[config.mk]
export PLATFORM = sky130hd
export DESIGN_NAME = ntp_seconds_to_calendar_flat
export DESIGN_NICKNAME = d
export VERILOG_FILES = /design/src/hdl/ntsc_pkg.sv /design/src/hdl/ntsc_if.sv /design/src/hdl/ntsc_front.sv /design/src/hdl/ntsc_back.sv /design/src/hdl/ntp_seconds_to_calendar.sv /design/src/flat_wrapper.sv
export SDC_FILE = /design/constraint.sdc
export NUM_CORES = 2
export LEC_CHECK = 0
export ABC_AREA = 1
export BUFFER_PORTS_ARGS = -buffer_cell sky130_fd_sc_hd__buf_2
export CAP_MARGIN = 20
export CORE_UTILIZATION = 59
export DETAILED_ROUTE_END_ITERATION = 16
export PLACE_DENSITY = 0.89
export RECOVER_POWER = 50
export SYNTH_ARGS = -nofsm -noshare
export SYNTH_HDL_FRONTEND = slang
export SYNTH_HIERARCHICAL = 1
export SYNTH_SLANG_ARGS = --single-unit
[constraint.sdc]
create_clock -name clk -period 7.05 [get_ports clk]
set_input_delay 2.115 -clock clk [delete_from_list [all_inputs] [get_ports clk]]
set_output_delay 2.115 -clock clk [all_outputs]
set_load 0.02 [all_outputs]
[src/hdl/ntsc_pkg.sv]
// Shared types, constants and the month length table for the NTP seconds to calendar block.
package ntsc_pkg;

  // Default depth of the queue between the front and the back
  localparam int unsigned QUEUE_DEPTH_DEF = 2;

  // Field types
  typedef logic [31:0] secs_t;
  typedef logic [11:0] year_t;

  // Time and calendar constants
  localparam logic [16:0] SECS_PER_DAY  = 17'd86400;
  localparam logic [16:0] SECS_PER_HOUR = 17'd3600;
  localparam logic [11:0] SECS_PER_MIN  = 12'd60;
  localparam logic [16:0] ERA_SECS      = 17'd23296;
  localparam logic [16:0] ERA_DAYS      = 17'd49710;
  localparam logic [18:0] QUAD_DAYS     = 19'd1461;  // 365.25 days scaled by 256 is 64 * 1461
  localparam year_t       EPOCH_YEAR    = 12'd1900;
  localparam year_t       YEAR_BASE_RST = 12'd2000;
  localparam logic [3:0]  MONTHS        = 4'd12;

  // Reciprocals for division by a constant: x / d = (x * ceil(2^k / d)) >> k, exact over x's range
  localparam logic [25:0] DAY_RECIP  = 26'd50903317;  // x = seconds >> 7, d = 675, k = 35
  localparam logic [13:0] HOUR_RECIP = 14'd9321;      // x = time of day >> 4, d = 225, k = 21
  localparam logic [10:0] MIN_RECIP  = 11'd1093;      // x = seconds in hour >> 2, d = 15, k = 14
  localparam logic [19:0] YEAR_RECIP = 20'd734937;    // x = 4 * (day number + 1), d = 1461, k = 30

  // One queued item: the seconds value and its era class
  typedef struct packed {
    logic  next_era;  // bit 31 clear: the value lies in the following era
    secs_t seconds;
  } job_t;

  // Back-end sequencer states
  typedef enum logic [3:0] {
    ST_IDLE,
    ST_DAY,
    ST_TOD,
    ST_ERA,
    ST_HOUR,
    ST_MREM,
    ST_MIN,
    ST_SEC,
    ST_YEAR,
    ST_CHECK,
    ST_MONTH,
    ST_DONE
  } state_t;

  // Days in a zero-based month
  function automatic logic [4:0] month_days(input logic [3:0] m, input logic leap);
    logic [4:0] n;
    unique case (m)
      4'd1: begin
        n = leap ? 5'd29 : 5'd28;
      end
      4'd3, 4'd5, 4'd8, 4'd10: begin
        n = 5'd30;
      end
      default: begin
        n = 5'd31;
      end
    endcase
    return n;
  endfunction

endpackage

[src/hdl/ntsc_if.sv]
// Channel interfaces: seconds in, calendar fields out.
interface ntsc_in_if;
  logic               valid;
  logic               ready;
  ntsc_pkg::secs_t    ntp_seconds;

  modport source(output valid, output ntp_seconds, input ready);
  modport sink(input valid, input ntp_seconds, output ready);
endinterface

interface ntsc_out_if;
  logic        valid;
  logic        ready;
  logic        valid_res;
  logic [7:0]  year_offset;
  logic [3:0]  month;
  logic [4:0]  day_of_month;
  logic [4:0]  hour;
  logic [5:0]  minute;
  logic [5:0]  second;

  modport source(output valid, output valid_res, output year_offset, output month,
                 output day_of_month, output hour, output minute, output second,
                 input ready);
  modport sink(input valid, input valid_res, input year_offset, input month,
               input day_of_month, input hour, input minute, input second,
               output ready);
endinterface

[src/hdl/ntsc_front.sv]
// Front end: accepts items, tags the era and queues them for the back end.
module ntsc_front #(
  parameter int unsigned DEPTH = ntsc_pkg::QUEUE_DEPTH_DEF
) (
  input  logic           clk,
  input  logic           rst_n,
  ntsc_in_if.sink        in_ch,
  output ntsc_pkg::job_t job,
  output logic           job_valid,
  input  logic           job_pop
);
  import ntsc_pkg::*;

  localparam int unsigned PW = (DEPTH > 1) ? $clog2(DEPTH) : 1;
  localparam int unsigned CW = $clog2(DEPTH + 1);

  job_t          queue_r [DEPTH];
  logic [PW-1:0] wr_ptr_r, wr_ptr_nxt;
  logic [PW-1:0] rd_ptr_r, rd_ptr_nxt;
  logic [CW-1:0] count_r, count_nxt;
  logic          push;
  job_t          entry;

  // Handshake and era classification
  assign in_ch.ready    = (count_r != CW'(DEPTH));
  assign push           = in_ch.valid && in_ch.ready;
  assign entry.next_era = ~in_ch.ntp_seconds[31];
  assign entry.seconds  = in_ch.ntp_seconds;

  assign job_valid = (count_r != '0);
  assign job       = queue_r[rd_ptr_r];

  // Pointer and fill count update
  always_comb begin
    wr_ptr_nxt = wr_ptr_r;
    rd_ptr_nxt = rd_ptr_r;
    count_nxt  = count_r;
    if (push) begin
      wr_ptr_nxt = (wr_ptr_r == PW'(DEPTH - 1)) ? '0 : wr_ptr_r + 1'b1;
    end
    if (job_pop) begin
      rd_ptr_nxt = (rd_ptr_r == PW'(DEPTH - 1)) ? '0 : rd_ptr_r + 1'b1;
    end
    if (push && !job_pop) begin
      count_nxt = count_r + 1'b1;
    end else if (!push && job_pop) begin
      count_nxt = count_r - 1'b1;
    end
  end

  always_ff @(posedge clk) begin
    if (!rst_n) begin
      wr_ptr_r <= '0;
      rd_ptr_r <= '0;
      count_r  <= '0;
    end else begin
      wr_ptr_r <= wr_ptr_nxt;
      rd_ptr_r <= rd_ptr_nxt;
      count_r  <= count_nxt;
    end
  end

  // Queue storage
  always_ff @(posedge clk) begin
    if (push) begin
      queue_r[wr_ptr_r] <= entry;
    end
  end

  // Fill count stays within the depth
  a_count_bound: assert property (@(posedge clk) disable iff (!rst_n)
    count_r <= CW'(DEPTH))
    else $error("queue count above depth");

  // A lone push grows the count by one
  a_push_count: assert property (@(posedge clk) disable iff (!rst_n)
    (push && !job_pop) |=> (count_r == CW'($past(count_r) + 1'b1)))
    else $error("queue count did not grow on push");

  // The back end only pops a filled queue
  a_pop_nonempty: assert property (@(posedge clk) disable iff (!rst_n)
    job_pop |-> (count_r != '0))
    else $error("pop from empty queue");

endmodule

[src/hdl/ntsc_back.sv]
// Back end: multi-cycle sequencer that turns one queued item into calendar fields.
module ntsc_back (
  input  logic            clk,
  input  logic            rst_n,
  input  ntsc_pkg::job_t  job,
  input  logic            job_valid,
  output logic            job_pop,
  input  logic            cfg_we,
  input  ntsc_pkg::year_t cfg_wdata,
  ntsc_out_if.source      out_ch
);
  import ntsc_pkg::*;

  state_t      state_r, state_nxt;
  year_t       year_base_r;

  // Work registers
  secs_t       secs_r, secs_nxt;
  logic        era_r, era_nxt;
  logic [16:0] dayno_r, dayno_nxt;
  logic [16:0] tod_r, tod_nxt;
  logic [4:0]  hour_r, hour_nxt;
  logic [11:0] mrem_r, mrem_nxt;
  logic [5:0]  min_r, min_nxt;
  logic [5:0]  sec_r, sec_nxt;
  logic [7:0]  yq_r, yq_nxt;
  year_t       year_r, year_nxt;
  logic [8:0]  rest_r, rest_nxt;
  logic [3:0]  m_r, m_nxt;
  logic        leap_r, leap_nxt;
  logic        valid_r, valid_nxt;
  logic [7:0]  yoff_r, yoff_nxt;
  logic [3:0]  month_r, month_nxt;
  logic [4:0]  dom_r, dom_nxt;

  // Output register
  logic        out_valid_r, out_valid_nxt;
  logic        o_valid_res_r;
  logic [7:0]  o_yoff_r;
  logic [3:0]  o_month_r;
  logic [4:0]  o_dom_r;
  logic [4:0]  o_hour_r;
  logic [5:0]  o_min_r;
  logic [5:0]  o_sec_r;

  // Datapath
  logic [50:0] day_prod;
  logic [16:0] day_secs;
  logic [16:0] tod_raw;
  logic [16:0] tod_sum, tod_adj;
  logic        tod_carry;
  logic [26:0] hour_prod;
  logic [16:0] hour_secs, mrem_full;
  logic [20:0] min_prod;
  logic [11:0] min_secs, sec_full;
  logic [18:0] year_x;
  logic [38:0] year_prod;
  logic [18:0] year_days, yday_full;
  logic        out_load;
  logic [4:0]  mlen;
  logic        mon_done;
  year_t       ydiff;
  logic        year_low;

  // Day number and time of day; only the low 17 bits matter for the remainder
  assign day_prod = 51'(secs_r[31:7]) * 51'(DAY_RECIP);
  assign day_secs = {1'b0, dayno_r[15:0]} * SECS_PER_DAY;
  assign tod_raw  = secs_r[16:0] - day_secs;

  // Era fold: carry the time-of-day overflow into the day number
  assign tod_sum   = tod_r + ERA_SECS;
  assign tod_carry = (tod_sum >= SECS_PER_DAY);
  assign tod_adj   = tod_carry ? (tod_sum - SECS_PER_DAY) : tod_sum;

  // Hour, minute and second
  assign hour_prod = 27'(tod_r[16:4]) * 27'(HOUR_RECIP);
  assign hour_secs = {12'd0, hour_r} * SECS_PER_HOUR;
  assign mrem_full = tod_r - hour_secs;
  assign min_prod  = 21'(mrem_r[11:2]) * 21'(MIN_RECIP);
  assign min_secs  = {6'd0, min_r} * SECS_PER_MIN;
  assign sec_full  = mrem_r - min_secs;

  // Year and day of year: (dayno + 1) * 256 / 93504 is 4 * (dayno + 1) / 1461
  assign year_x    = {dayno_r + 17'd1, 2'b00};
  assign year_prod = 39'(year_x) * 39'(YEAR_RECIP);
  assign year_days = {11'd0, yq_r} * QUAD_DAYS;
  assign yday_full = year_x - year_days;

  assign mlen      = month_days(m_r, leap_r);
  assign mon_done  = (m_r == MONTHS) || (rest_r < {4'd0, mlen});

  // Year range check against the configured base
  assign year_low = (year_r < year_base_r);
  assign ydiff    = year_r - year_base_r;

  // FSM outputs
  always_comb begin
    job_pop  = (state_r == ST_IDLE) && job_valid;
    out_load = (state_r == ST_DONE) && (!out_valid_r || out_ch.ready);
  end

  // Next state
  always_comb begin
    state_nxt = state_r;
    unique case (state_r)
      ST_IDLE:  if (job_valid) state_nxt = ST_DAY;
      ST_DAY:   state_nxt = ST_TOD;
      ST_TOD:   state_nxt = ST_ERA;
      ST_ERA:   state_nxt = ST_HOUR;
      ST_HOUR:  state_nxt = ST_MREM;
      ST_MREM:  state_nxt = ST_MIN;
      ST_MIN:   state_nxt = ST_SEC;
      ST_SEC:   state_nxt = ST_YEAR;
      ST_YEAR:  state_nxt = ST_CHECK;
      ST_CHECK: state_nxt = ST_MONTH;
      ST_MONTH: if (mon_done) state_nxt = ST_DONE;
      ST_DONE:  if (out_load) state_nxt = ST_IDLE;
      default:  state_nxt = ST_IDLE;
    endcase
  end

  // Datapath next values
  always_comb begin
    secs_nxt  = secs_r;
    era_nxt   = era_r;
    dayno_nxt = dayno_r;
    tod_nxt   = tod_r;
    hour_nxt  = hour_r;
    mrem_nxt  = mrem_r;
    min_nxt   = min_r;
    sec_nxt   = sec_r;
    yq_nxt    = yq_r;
    year_nxt  = year_r;
    rest_nxt  = rest_r;
    m_nxt     = m_r;
    leap_nxt  = leap_r;
    valid_nxt = valid_r;
    yoff_nxt  = yoff_r;
    month_nxt = month_r;
    dom_nxt   = dom_r;
    unique case (state_r)
      ST_IDLE: begin
        secs_nxt = job.seconds;
        era_nxt  = job.next_era;
      end
      ST_DAY: begin
        dayno_nxt = {1'b0, day_prod[50:35]};
      end
      ST_TOD: begin
        tod_nxt = tod_raw;
      end
      ST_ERA: begin
        if (era_r) begin
          tod_nxt   = tod_adj;
          dayno_nxt = dayno_r + ERA_DAYS + {16'd0, tod_carry};
        end
      end
      ST_HOUR: begin
        hour_nxt = hour_prod[25:21];
      end
      ST_MREM: begin
        mrem_nxt = mrem_full[11:0];
      end
      ST_MIN: begin
        min_nxt = min_prod[19:14];
      end
      ST_SEC: begin
        sec_nxt = sec_full[5:0];
      end
      ST_YEAR: begin
        yq_nxt   = year_prod[37:30];
        year_nxt = EPOCH_YEAR + {4'd0, year_prod[37:30]};
      end
      ST_CHECK: begin
        valid_nxt = !(year_low || (ydiff[11:8] != 4'd0));
        yoff_nxt  = (year_low || (ydiff[11:8] != 4'd0)) ? 8'd0 : ydiff[7:0];
        leap_nxt  = (year_r[1:0] == 2'd0);
        rest_nxt  = yday_full[10:2];
        m_nxt     = '0;
      end
      ST_MONTH: begin
        if (m_r == MONTHS) begin
          // day past the end of the last month
          valid_nxt = 1'b0;
          month_nxt = 4'd12;
          dom_nxt   = 5'd31;
        end else if (rest_r < {4'd0, mlen}) begin
          month_nxt = m_r + 1'b1;
          dom_nxt   = rest_r[4:0] + 1'b1;
        end else begin
          rest_nxt = rest_r - {4'd0, mlen};
          m_nxt    = m_r + 1'b1;
        end
      end
      ST_DONE: begin
      end
      default: begin
      end
    endcase
  end

  // Output register hand-off
  always_comb begin
    out_valid_nxt = out_valid_r;
    if (out_load) begin
      out_valid_nxt = 1'b1;
    end else if (out_ch.ready) begin
      out_valid_nxt = 1'b0;
    end
  end

  // Control state
  always_ff @(posedge clk) begin
    if (!rst_n) begin
      state_r     <= ST_IDLE;
      out_valid_r <= 1'b0;
      year_base_r <= YEAR_BASE_RST;
    end else begin
      state_r     <= state_nxt;
      out_valid_r <= out_valid_nxt;
      if (cfg_we) begin
        year_base_r <= cfg_wdata;
      end
    end
  end

  // Work registers
  always_ff @(posedge clk) begin
    secs_r  <= secs_nxt;
    era_r   <= era_nxt;
    dayno_r <= dayno_nxt;
    tod_r   <= tod_nxt;
    hour_r  <= hour_nxt;
    mrem_r  <= mrem_nxt;
    min_r   <= min_nxt;
    sec_r   <= sec_nxt;
    yq_r    <= yq_nxt;
    year_r  <= year_nxt;
    rest_r  <= rest_nxt;
    m_r     <= m_nxt;
    leap_r  <= leap_nxt;
    valid_r <= valid_nxt;
    yoff_r  <= yoff_nxt;
    month_r <= month_nxt;
    dom_r   <= dom_nxt;
  end

  // Result payload
  always_ff @(posedge clk) begin
    if (out_load) begin
      o_valid_res_r <= valid_r;
      o_yoff_r      <= yoff_r;
      o_month_r     <= month_r;
      o_dom_r       <= dom_r;
      o_hour_r      <= hour_r;
      o_min_r       <= min_r;
      o_sec_r       <= sec_r;
    end
  end

  assign out_ch.valid        = out_valid_r;
  assign out_ch.valid_res    = o_valid_res_r;
  assign out_ch.year_offset  = o_yoff_r;
  assign out_ch.month        = o_month_r;
  assign out_ch.day_of_month = o_dom_r;
  assign out_ch.hour         = o_hour_r;
  assign out_ch.minute       = o_min_r;
  assign out_ch.second       = o_sec_r;

  // Folded time of day is below one day
  a_tod_range: assert property (@(posedge clk) disable iff (!rst_n)
    (state_r == ST_HOUR) |-> (tod_r < SECS_PER_DAY))
    else $error("time of day out of range");

  // Hour of day stays below 24
  a_hour_range: assert property (@(posedge clk) disable iff (!rst_n)
    (state_r == ST_MREM) |-> (hour_r < 5'd24))
    else $error("hour out of range");

  // A finished item with a free output register shows up next cycle
  a_done_load: assert property (@(posedge clk) disable iff (!rst_n)
    (state_r == ST_DONE && !out_valid_r) |=> out_valid_r)
    else $error("finished item not loaded");

  // A valid result carries a real month and day
  a_valid_date: assert property (@(posedge clk) disable iff (!rst_n)
    (out_valid_r && o_valid_res_r) |->
      (o_month_r >= 4'd1 && o_month_r <= 4'd12 && o_dom_r >= 5'd1 && o_dom_r <= 5'd31))
    else $error("valid result with bad date");

endmodule

[src/hdl/ntp_seconds_to_calendar.sv]
// Top level: NTP seconds to calendar date and time converter.
//
// in_ch carries one 32-bit NTP seconds value per item (valid/ready). Bit 31
// clear means the value lies in the following era. out_ch returns one item
// per input: valid_res, year_offset from the configured base year, month,
// day_of_month, hour, minute and second. cfg_we/cfg_wdata write year_base.
//
// The front end tags each item and parks it in a small queue; the back end
// divides by constants through reciprocal multiplies, one step per cycle:
// day number, time of day, era fold, hour, seconds left in the hour, minute,
// second, year, then range check and day of year, then one month per cycle.
// The time an item takes depends on the month. The back end works on one
// item at a time and pops the next only once the last result has gone into
// the output register.
//
// Reset (rst_n low, synchronous) empties the queue, idles the sequencer,
// drops out_ch.valid and sets year_base to 2000. When the receiver stalls,
// the result waits in the output register while the next item is worked
// on; the queue keeps taking items until it fills.
module ntp_seconds_to_calendar #(
  parameter int unsigned QUEUE_DEPTH = ntsc_pkg::QUEUE_DEPTH_DEF
) (
  input  logic            clk,
  input  logic            rst_n,
  ntsc_in_if.sink         in_ch,
  ntsc_out_if.source      out_ch,
  input  logic            cfg_we,
  input  ntsc_pkg::year_t cfg_wdata
);
  import ntsc_pkg::*;

  job_t job;
  logic job_valid;
  logic job_pop;

  // Accept and classify
  ntsc_front #(
    .DEPTH(QUEUE_DEPTH)
  ) u_front (
    .clk      (clk),
    .rst_n    (rst_n),
    .in_ch    (in_ch),
    .job      (job),
    .job_valid(job_valid),
    .job_pop  (job_pop)
  );

  // Convert
  ntsc_back u_back (
    .clk      (clk),
    .rst_n    (rst_n),
    .job      (job),
    .job_valid(job_valid),
    .job_pop  (job_pop),
    .cfg_we   (cfg_we),
    .cfg_wdata(cfg_wdata),
    .out_ch   (out_ch)
  );

endmodule
[src/flat_wrapper.sv]
// flat-port wrapper written by rule: the top's interface ports become plain ports
module ntp_seconds_to_calendar_flat import ntsc_pkg::*;
#(
  parameter int unsigned QUEUE_DEPTH = ntsc_pkg::QUEUE_DEPTH_DEF
)
  (clk, rst_n, cfg_we, cfg_wdata, in_ch_valid, in_ch_ntp_seconds, in_ch_ready, out_ch_valid, out_ch_valid_res, out_ch_year_offset, out_ch_month, out_ch_day_of_month, out_ch_hour, out_ch_minute, out_ch_second, out_ch_ready);
  ntsc_in_if in_ch_i ();
  ntsc_out_if out_ch_i ();
  input  logic clk;
  input  logic rst_n;
  input  logic cfg_we;
  input  ntsc_pkg::year_t cfg_wdata;
  input wire logic [$bits(in_ch_i.valid)-1:0] in_ch_valid;
  input wire logic [$bits(in_ch_i.ntp_seconds)-1:0] in_ch_ntp_seconds;
  output wire logic [$bits(in_ch_i.ready)-1:0] in_ch_ready;
  output wire logic [$bits(out_ch_i.valid)-1:0] out_ch_valid;
  output wire logic [$bits(out_ch_i.valid_res)-1:0] out_ch_valid_res;
  output wire logic [$bits(out_ch_i.year_offset)-1:0] out_ch_year_offset;
  output wire logic [$bits(out_ch_i.month)-1:0] out_ch_month;
  output wire logic [$bits(out_ch_i.day_of_month)-1:0] out_ch_day_of_month;
  output wire logic [$bits(out_ch_i.hour)-1:0] out_ch_hour;
  output wire logic [$bits(out_ch_i.minute)-1:0] out_ch_minute;
  output wire logic [$bits(out_ch_i.second)-1:0] out_ch_second;
  input wire logic [$bits(out_ch_i.ready)-1:0] out_ch_ready;
  assign in_ch_i.valid = in_ch_valid;
  assign in_ch_i.ntp_seconds = in_ch_ntp_seconds;
  assign in_ch_ready = in_ch_i.ready;
  assign out_ch_valid = out_ch_i.valid;
  assign out_ch_valid_res = out_ch_i.valid_res;
  assign out_ch_year_offset = out_ch_i.year_offset;
  assign out_ch_month = out_ch_i.month;
  assign out_ch_day_of_month = out_ch_i.day_of_month;
  assign out_ch_hour = out_ch_i.hour;
  assign out_ch_minute = out_ch_i.minute;
  assign out_ch_second = out_ch_i.second;
  assign out_ch_i.ready = out_ch_ready;
  ntp_seconds_to_calendar #(.QUEUE_DEPTH(QUEUE_DEPTH)) u_core (.clk(clk), .rst_n(rst_n), .in_ch(in_ch_i), .out_ch(out_ch_i), .cfg_we(cfg_we), .cfg_wdata(cfg_wdata));
endmodule
Word level (Yosys, flattened, before mapping)
Memories as Yosys holds them, arrays and structs flattened. A register that Yosys moved wholly into a read port is not among the register bits.
Cells that the tools add are included.
{ "word_totals": {"mem_count": 1, "mem_bits_rw": 66, "out_inout_bits": 37, "regBits": 171, "elab_cells": 142} }
{ "classes": {"bitwise_logic": 1, "mux": 29, "reduce_logical": 29, "order_cmp": 3, "n_mul": 8, "n_addsub": 18, "n_eq_ne": 25} }
{ "mem_list": {"columns": ["memory", "words", "width", "rd", "rd_ports_with_merged_regs", "write_ports", "line", "rtl"], "rows": [
  ["u_core.u_front.queue_r", 2, 33, 1, 1, 1, "ntsc_front.sv:17", "job_t queue_r [DEPTH];"]
]} }
{ "ops": {"columns": ["op", "n"], "rows": [
  ["case mux 17 bit (2 select lines)", 2],
  ["multiplier 25 x 26 -> 51 bit (second input constant)", 1],
  ["2-to-1 mux 17 bit", 3],
  ["case mux 4 bit (12 select lines)", 1],
  ["multiplier 17 x 20 -> 36 bit (second input constant)", 1],
  ["equality test 4 bit (second input constant)", 7],
  ["multiplier 13 x 14 -> 26 bit (second input constant)", 1],
  ["2-to-1 mux 4 bit", 6],
  ["subtractor 12 bit", 2],
  ["equality test 4 x 3 -> 1 bit (second input constant)", 5],
  ["multiplier 10 x 11 -> 20 bit (second input constant)", 1],
  ["2-to-1 mux 9 bit", 2],
  ["case mux 9 bit (2 select lines)", 1],
  ["adder 17 x 1 -> 17 bit", 1],
  ["adder 17 x 1 -> 17 bit (second input constant)", 1],
  ["adder 17 x 15 -> 17 bit (second input constant)", 1],
  ["adder 17 x 16 -> 17 bit (second input constant)", 1],
  [">= comparator 17 bit (second input constant)", 1],
  ["subtractor 17 bit", 1],
  ["subtractor 17 bit (second input constant)", 1],
  ["multiplier 16 x 10 -> 10 bit (second input constant)", 1],
  ["!= test 2 bit (second input constant)", 8],
  ["nonzero test 2 bit", 7],
  ["adder 11 x 8 -> 12 bit (first input constant)", 1],
  ["other kinds (31)", 56]
]} }

Longest topological paths before layout
{ "depth": {"ltp_word": 7, "ltp_mapped": 37, "ltp_nobuf": 37} }

Cells and area by module
Netlist, hierarchy kept.
{ "modules_own_cells": {"columns": ["mod", "cells_each", "n_inst", "seq_area_each_um2", "area_per_inst_um2"], "rows": [
  ["ntsc_back", 3602, 1, 5775.5, 31773.0],
  ["ntsc_front", 140, 1, 2082.0, 2773.9]
]} }

Worst setup path before layout
No wires, ideal clock.
{ "synth_path": {"path_type": "reg2reg", "from": "reg u_core.u_back.dayno_r[1]", "to": "reg u_core.u_back.year_r[7] (data pin)", "t_arrival_ps": 6370, "path_stages_with_launch": 34, "setup_slack_ps": 427, "synth_period_minus_slack_ps": 6623, "path_buffers": 0, "cell_sequence": "edfxtp_1 > ha_1 > nand2_1 > nor2_1 > inv_1 > nor2_1 > inv_1 > nor4_4 > nand4_1 > xor2_1 > inv_1 > ha_1 > inv_1 > fa_1 > inv_1 > fa_1 > fa_1 > fa_1 > inv_1 > fa_1 > inv_1 > ha_1 > nand2_1 > inv_1 > a21oi_1 > nand2_1 > a21oi_1 > nand2_1 > nand2_1 > nand2_1 > nand2_2 > nand3_2 > nand2_1 > nand2_1"} }
{ "synth_between": {"elab_chain_cells": 3} }
{ "synth_rtl": {"columns": ["element", "line", "rtl"], "rows": [
  ["from (decl)", "ntsc_back.sv:20", "logic [16:0] dayno_r, dayno_nxt;"],
  ["from (signal assigned)", "ntsc_back.sv:231", "dayno_r <= dayno_nxt;"],
  ["adder 17 x 1 -> 17 bit", "ntsc_back.sv:84", "assign year_x = {dayno_r + 17'd1, 2'b00};"],
  ["multiplier 17 x 20 -> 36 bit", "ntsc_back.sv:85", "assign year_prod = 39'(year_x) * 39'(YEAR_RECIP);"],
  ["net u_core.u_back.year_prod[34]", "ntsc_back.sv:57", "logic [38:0] year_prod;"],
  ["adder 11 x 8 -> 12 bit", "ntsc_back.sv:172", "year_nxt = EPOCH_YEAR + {4'd0, year_prod[37:30]};"],
  ["to (signal assigned)", "ntsc_back.sv:238", "year_r <= year_nxt;"],
  ["to (decl)", "ntsc_back.sv:27", "year_t year_r, year_nxt;"]
]} }
The timed path passes the listed nets, and every way through them passes these cells.
A chain may end at the register's enable or synchronous reset.

Worst setup path in the final report
{ "layout_path": {"from": "reg u_core.u_back.dayno_r[2]", "to": "reg u_core.u_back.year_r[7] (data pin)"} }
{ "layout_between": {"elab_chain_cells": 3} }
{ "layout_rtl": {"columns": ["element", "line"], "rows": [
  ["adder 17 x 1 -> 17 bit", "ntsc_back.sv:84"],
  ["multiplier 17 x 20 -> 36 bit", "ntsc_back.sv:85"],
  ["adder 11 x 8 -> 12 bit", "ntsc_back.sv:172"]
]} }
Every way passes these cells.

==> run_results.csv <==
group,metric,value,unit
detailed_routing,drt_iter0_drc,1874,
logic_synthesis,async_flop_share,0,
placed_design,pre_cts_ws,-0.120,ns
logic_synthesis,yosysTopAreaCellShare,0.236,
detailed_routing,drc,0,
sta,max_slew_margin,-1.16,
sta,setup_viol,0,
logic_synthesis,synth_compound_area_frac,0.0606,
status,status,"finished with violations",
critical_path,r2r_slack,0.27,ns
critical_path,crit_path_end_kind,"flop",
global_route,grt_pass1_wl,137000,µm
critical_path,cp_num_cells,31,
global_route,grt_usage,0.293,
global_route,first_global_vias,27200,
floorplan,core,57800,µm²
sta,period_needed,6.78,ns
placed_design,post_dp_cell_area,36100,µm²
logic_synthesis,synth_area_per_cell,9.23,µm²
critical_path,worst-endpoint-arrival,7.12,ns
floorplan,initial_core_util,0.598,
critical_path,cpMostUsedCell,"fa_1",
logic_synthesis,synth_top_family_by_area,"adder cells",
critical_path,max_stage_delay,0.56,ns
detailed_routing,num_vias,26000,
clock_network,cts_root_buf,"clkbuf_16",
global_route,grt_max_degree,36,
detailed_routing,dr.pass1.iters,6,
sta,timing.final.ws_setup,0.270,ns
critical_path,cp_slowest_cell,"fa_1",
final_layout,utilization,0.644,
sta,period_share,0.962,
logic_synthesis,synth_nets,4803,
detailed_routing,wl_per_cell,18.5,µm
min_path,hp-start,"u_core/u_back/dom_r[3]",
placed_design,dpl.hpwl,72400,µm
floorplan,fp.dieH,244,µm
critical_path,cp_top_family,"adder cells",
logic_synthesis,synth_warnings,6,
final_layout,final_nets,4944,
logic_synthesis,syn-cell-area,34500,µm²
floorplan,die-area,59500,µm²
sta,final_max_slew_viol_count,104,
logic_synthesis,synth_common_cells,"899 x inv_1, 652 x ha_1, 551 x nand2_1, 360 x fa_1, 247 x edfxtp_1",
min_path,hold_depth,0,
clock_network,ctsHoldBuffers,0,
critical_path,required,7.39,ns
final_layout,design_area,37200,µm²
clock_network,cts_tree,"done",
logic_synthesis,synthAdderAreaFrac,0.445,
critical_path,reg2reg_depth,31,
clock_network,path_clk_slew,0.06,ns
detailed_routing,wirelength,86300,µm
logic_synthesis,synth-xor-area-share,0.0268,
logic_synthesis,synth.area.top_cells,"ha_1 24%, edfxtp_1 21%, fa_1 21%",
placed_design,gp_congestion,0.994,
critical_path,cp-start-kind,"flop",
min_path,hold_path_end,"u_core/u_back/out_ch.day_of_month[3]",
clock_network,cts.path.max_buffers,3,
logic_synthesis,synth_seq_cells,269,
final_layout,drive_gt1_frac,0.0658,
status,failed_checks,"capacitance limit, slew limit",
floorplan,rows,88,
final_layout,area_delta_synth_final,7.80,%
sta,worstMarginPinSlew,3.23,ns
logic_synthesis,synth_edf_count,247,
critical_path,crit_fanout,5,
critical_path,worstReg2RegStart,"u_core/u_back/dayno_r[2]",
run,maxCapViolCount,3,
logic_synthesis,yosys.area.top_type,"ha_1",
logic_synthesis,synth-main-ff-cell,"edfxtp_1",
clock_network,numCtsBuffers,29,
logic_synthesis,yosys.cell_types.count,56,
min_path,hp-class,"reg -> reg",
logic_synthesis,yosysMostFrequentCell,"inv_1",
sta,finalClockSkew,0.0284,ns
critical_path,crit_type,"reg -> reg",
critical_path,rr_endpoint,"u_core/u_back/year_r[7]",
clock_network,insertion_delay,0.59,ns
detailed_routing,vias_per_cell,5.56,
logic_synthesis,seq_area_frac_synth,0.227,
logic_synthesis,yosys.area_share.simple,0.124,
placed_design,io_buffers,85,
floorplan,pin_count,86,
placed_design,place_inst,4605,
clock_network,cts.sinks,269,
global_route,antenna_found_initial,0,
detailed_routing,ant_nets,0,
sta,fmax,0.147,GHz
global_route,globalRouteOverflowTotal,0,
floorplan,die_w,244,µm
final_layout,instances_no_fill,4672,
logic_synthesis,synthCells,3742,
clock_network,htree_levels,1,
sta,hold_viol,0,
logic_synthesis,muxShareOfSynthArea,0.0140,
critical_path,path_buf_inv,8,
[flip-flops by register name, summed over array words and instances (netlist names), 9 cells and up, named ones only]
register / cells
u_core/u_back/dayno_r: 17
u_core/u_back/mrem_r: 12
u_core/u_back/rest_r: 9
u_core/u_back/secs_r: 32
u_core/u_back/tod_r: 17
u_core/u_back/year_base_r: 12
u_core/u_back/year_r: 10
u_core/u_front/queue_r: 66
[how the worst max path moves through the flow]
stage	from	end	slack, ns
finish	u_core/u_back/dayno_r[2]	u_core/u_back/year_r[7]	0.27
CTS	u_core/u_back/dayno_r[1]	u_core/u_back/year_r[7]	0.01
global placement	u_core/u_back/dayno_r[1]	u_core/u_back/year_r[7]	0.08
global route	u_core/u_back/dayno_r[1]	u_core/u_back/year_r[7]	-0.06
floorplan	u_core/u_back/dayno_r[1]	u_core/u_back/year_r[7]	0.43
detailed placement	u_core/u_back/dayno_r[1]	u_core/u_back/year_r[11]	-0.12
[metrics by stage]
stage / hold WS (ns) / setup TNS, ns
floorplan: 0.400 / 0
global placement: 0.403 / 0
detailed placement: 0.405 / -0.370
CTS: 0.419 / 0
global route: 0.425 / -0.132
finish: 0.417 / 0
[kinds of logic after synthesis]
kind of cell	count (synthesis)
compound gates	385
fa+ha+maj	1012
buf+inv	925
flops	269
mux	33
xor+xnor	99
simple gates	1019
[cell usage in the layout, fill, tap and decap left out, types with 7 or more instances in the layout]
cell,netlist,routed
inv_1,899,890
ha_1,652,640
nand2_1,551,538
fa_1,360,356
edfxtp_1,247,247
nor2_1,239,229
a21oi_1,183,179
o21ai_0,136,135
nand3_1,125,124
buf_2,4,72
xor2_1,60,57
buf_4,2,38
xnor2_1,35,34
nor3_1,31,31
mux2_1,0,30
clkbuf_16,0,29
nand4_1,26,26
clkbuf_1,8,24
o21bai_1,21,21
dfxtp_1,22,21
nand2_2,10,18
inv_2,7,16
a21o_1,12,12
ha_4,0,9
nor2_4,2,8
nor4_1,8,8
nand3b_1,8,8
nand2_4,2,7
nor2_2,3,7
[repair_timing]
item,in CTS,in global routing
buffers inserted,0,11
resized for setup,5,61
cloned,0,0
endpoints found under the setup margin,7,17
pin swaps,1,20
endpoints found under the hold margin,0,0
[layer usage]
metal,global-route usage,vias to the layer above,share of wire
li1,-,12200,-
met1,0.371,12500,0.40
met2,0.506,1038,0.48
met3,0.0399,242,0.073
met4,0.117,0,0.045
met5,0,-,0
[cell type report]
| type | count | area (µm²) |
|---|---|---|
| Inverter | 907 | 3400 |
| Timing Repair Buffer | 128 | 713 |
| Sequential cell | 269 | 7860 |
| Tap cell | 765 | 957 |
| Clock inverter | 18 | 186 |
| Fill cell | 4386 | 20600 |
| Antenna cell | 1 | 2.50 |
| Clock buffer | 36 | 762 |
| Multi-Input combinational cell | 2548 | 23400 |
Power is not shown: default switching activity piles up to over one toggle a cycle in this logic, so the estimate is an artifact.
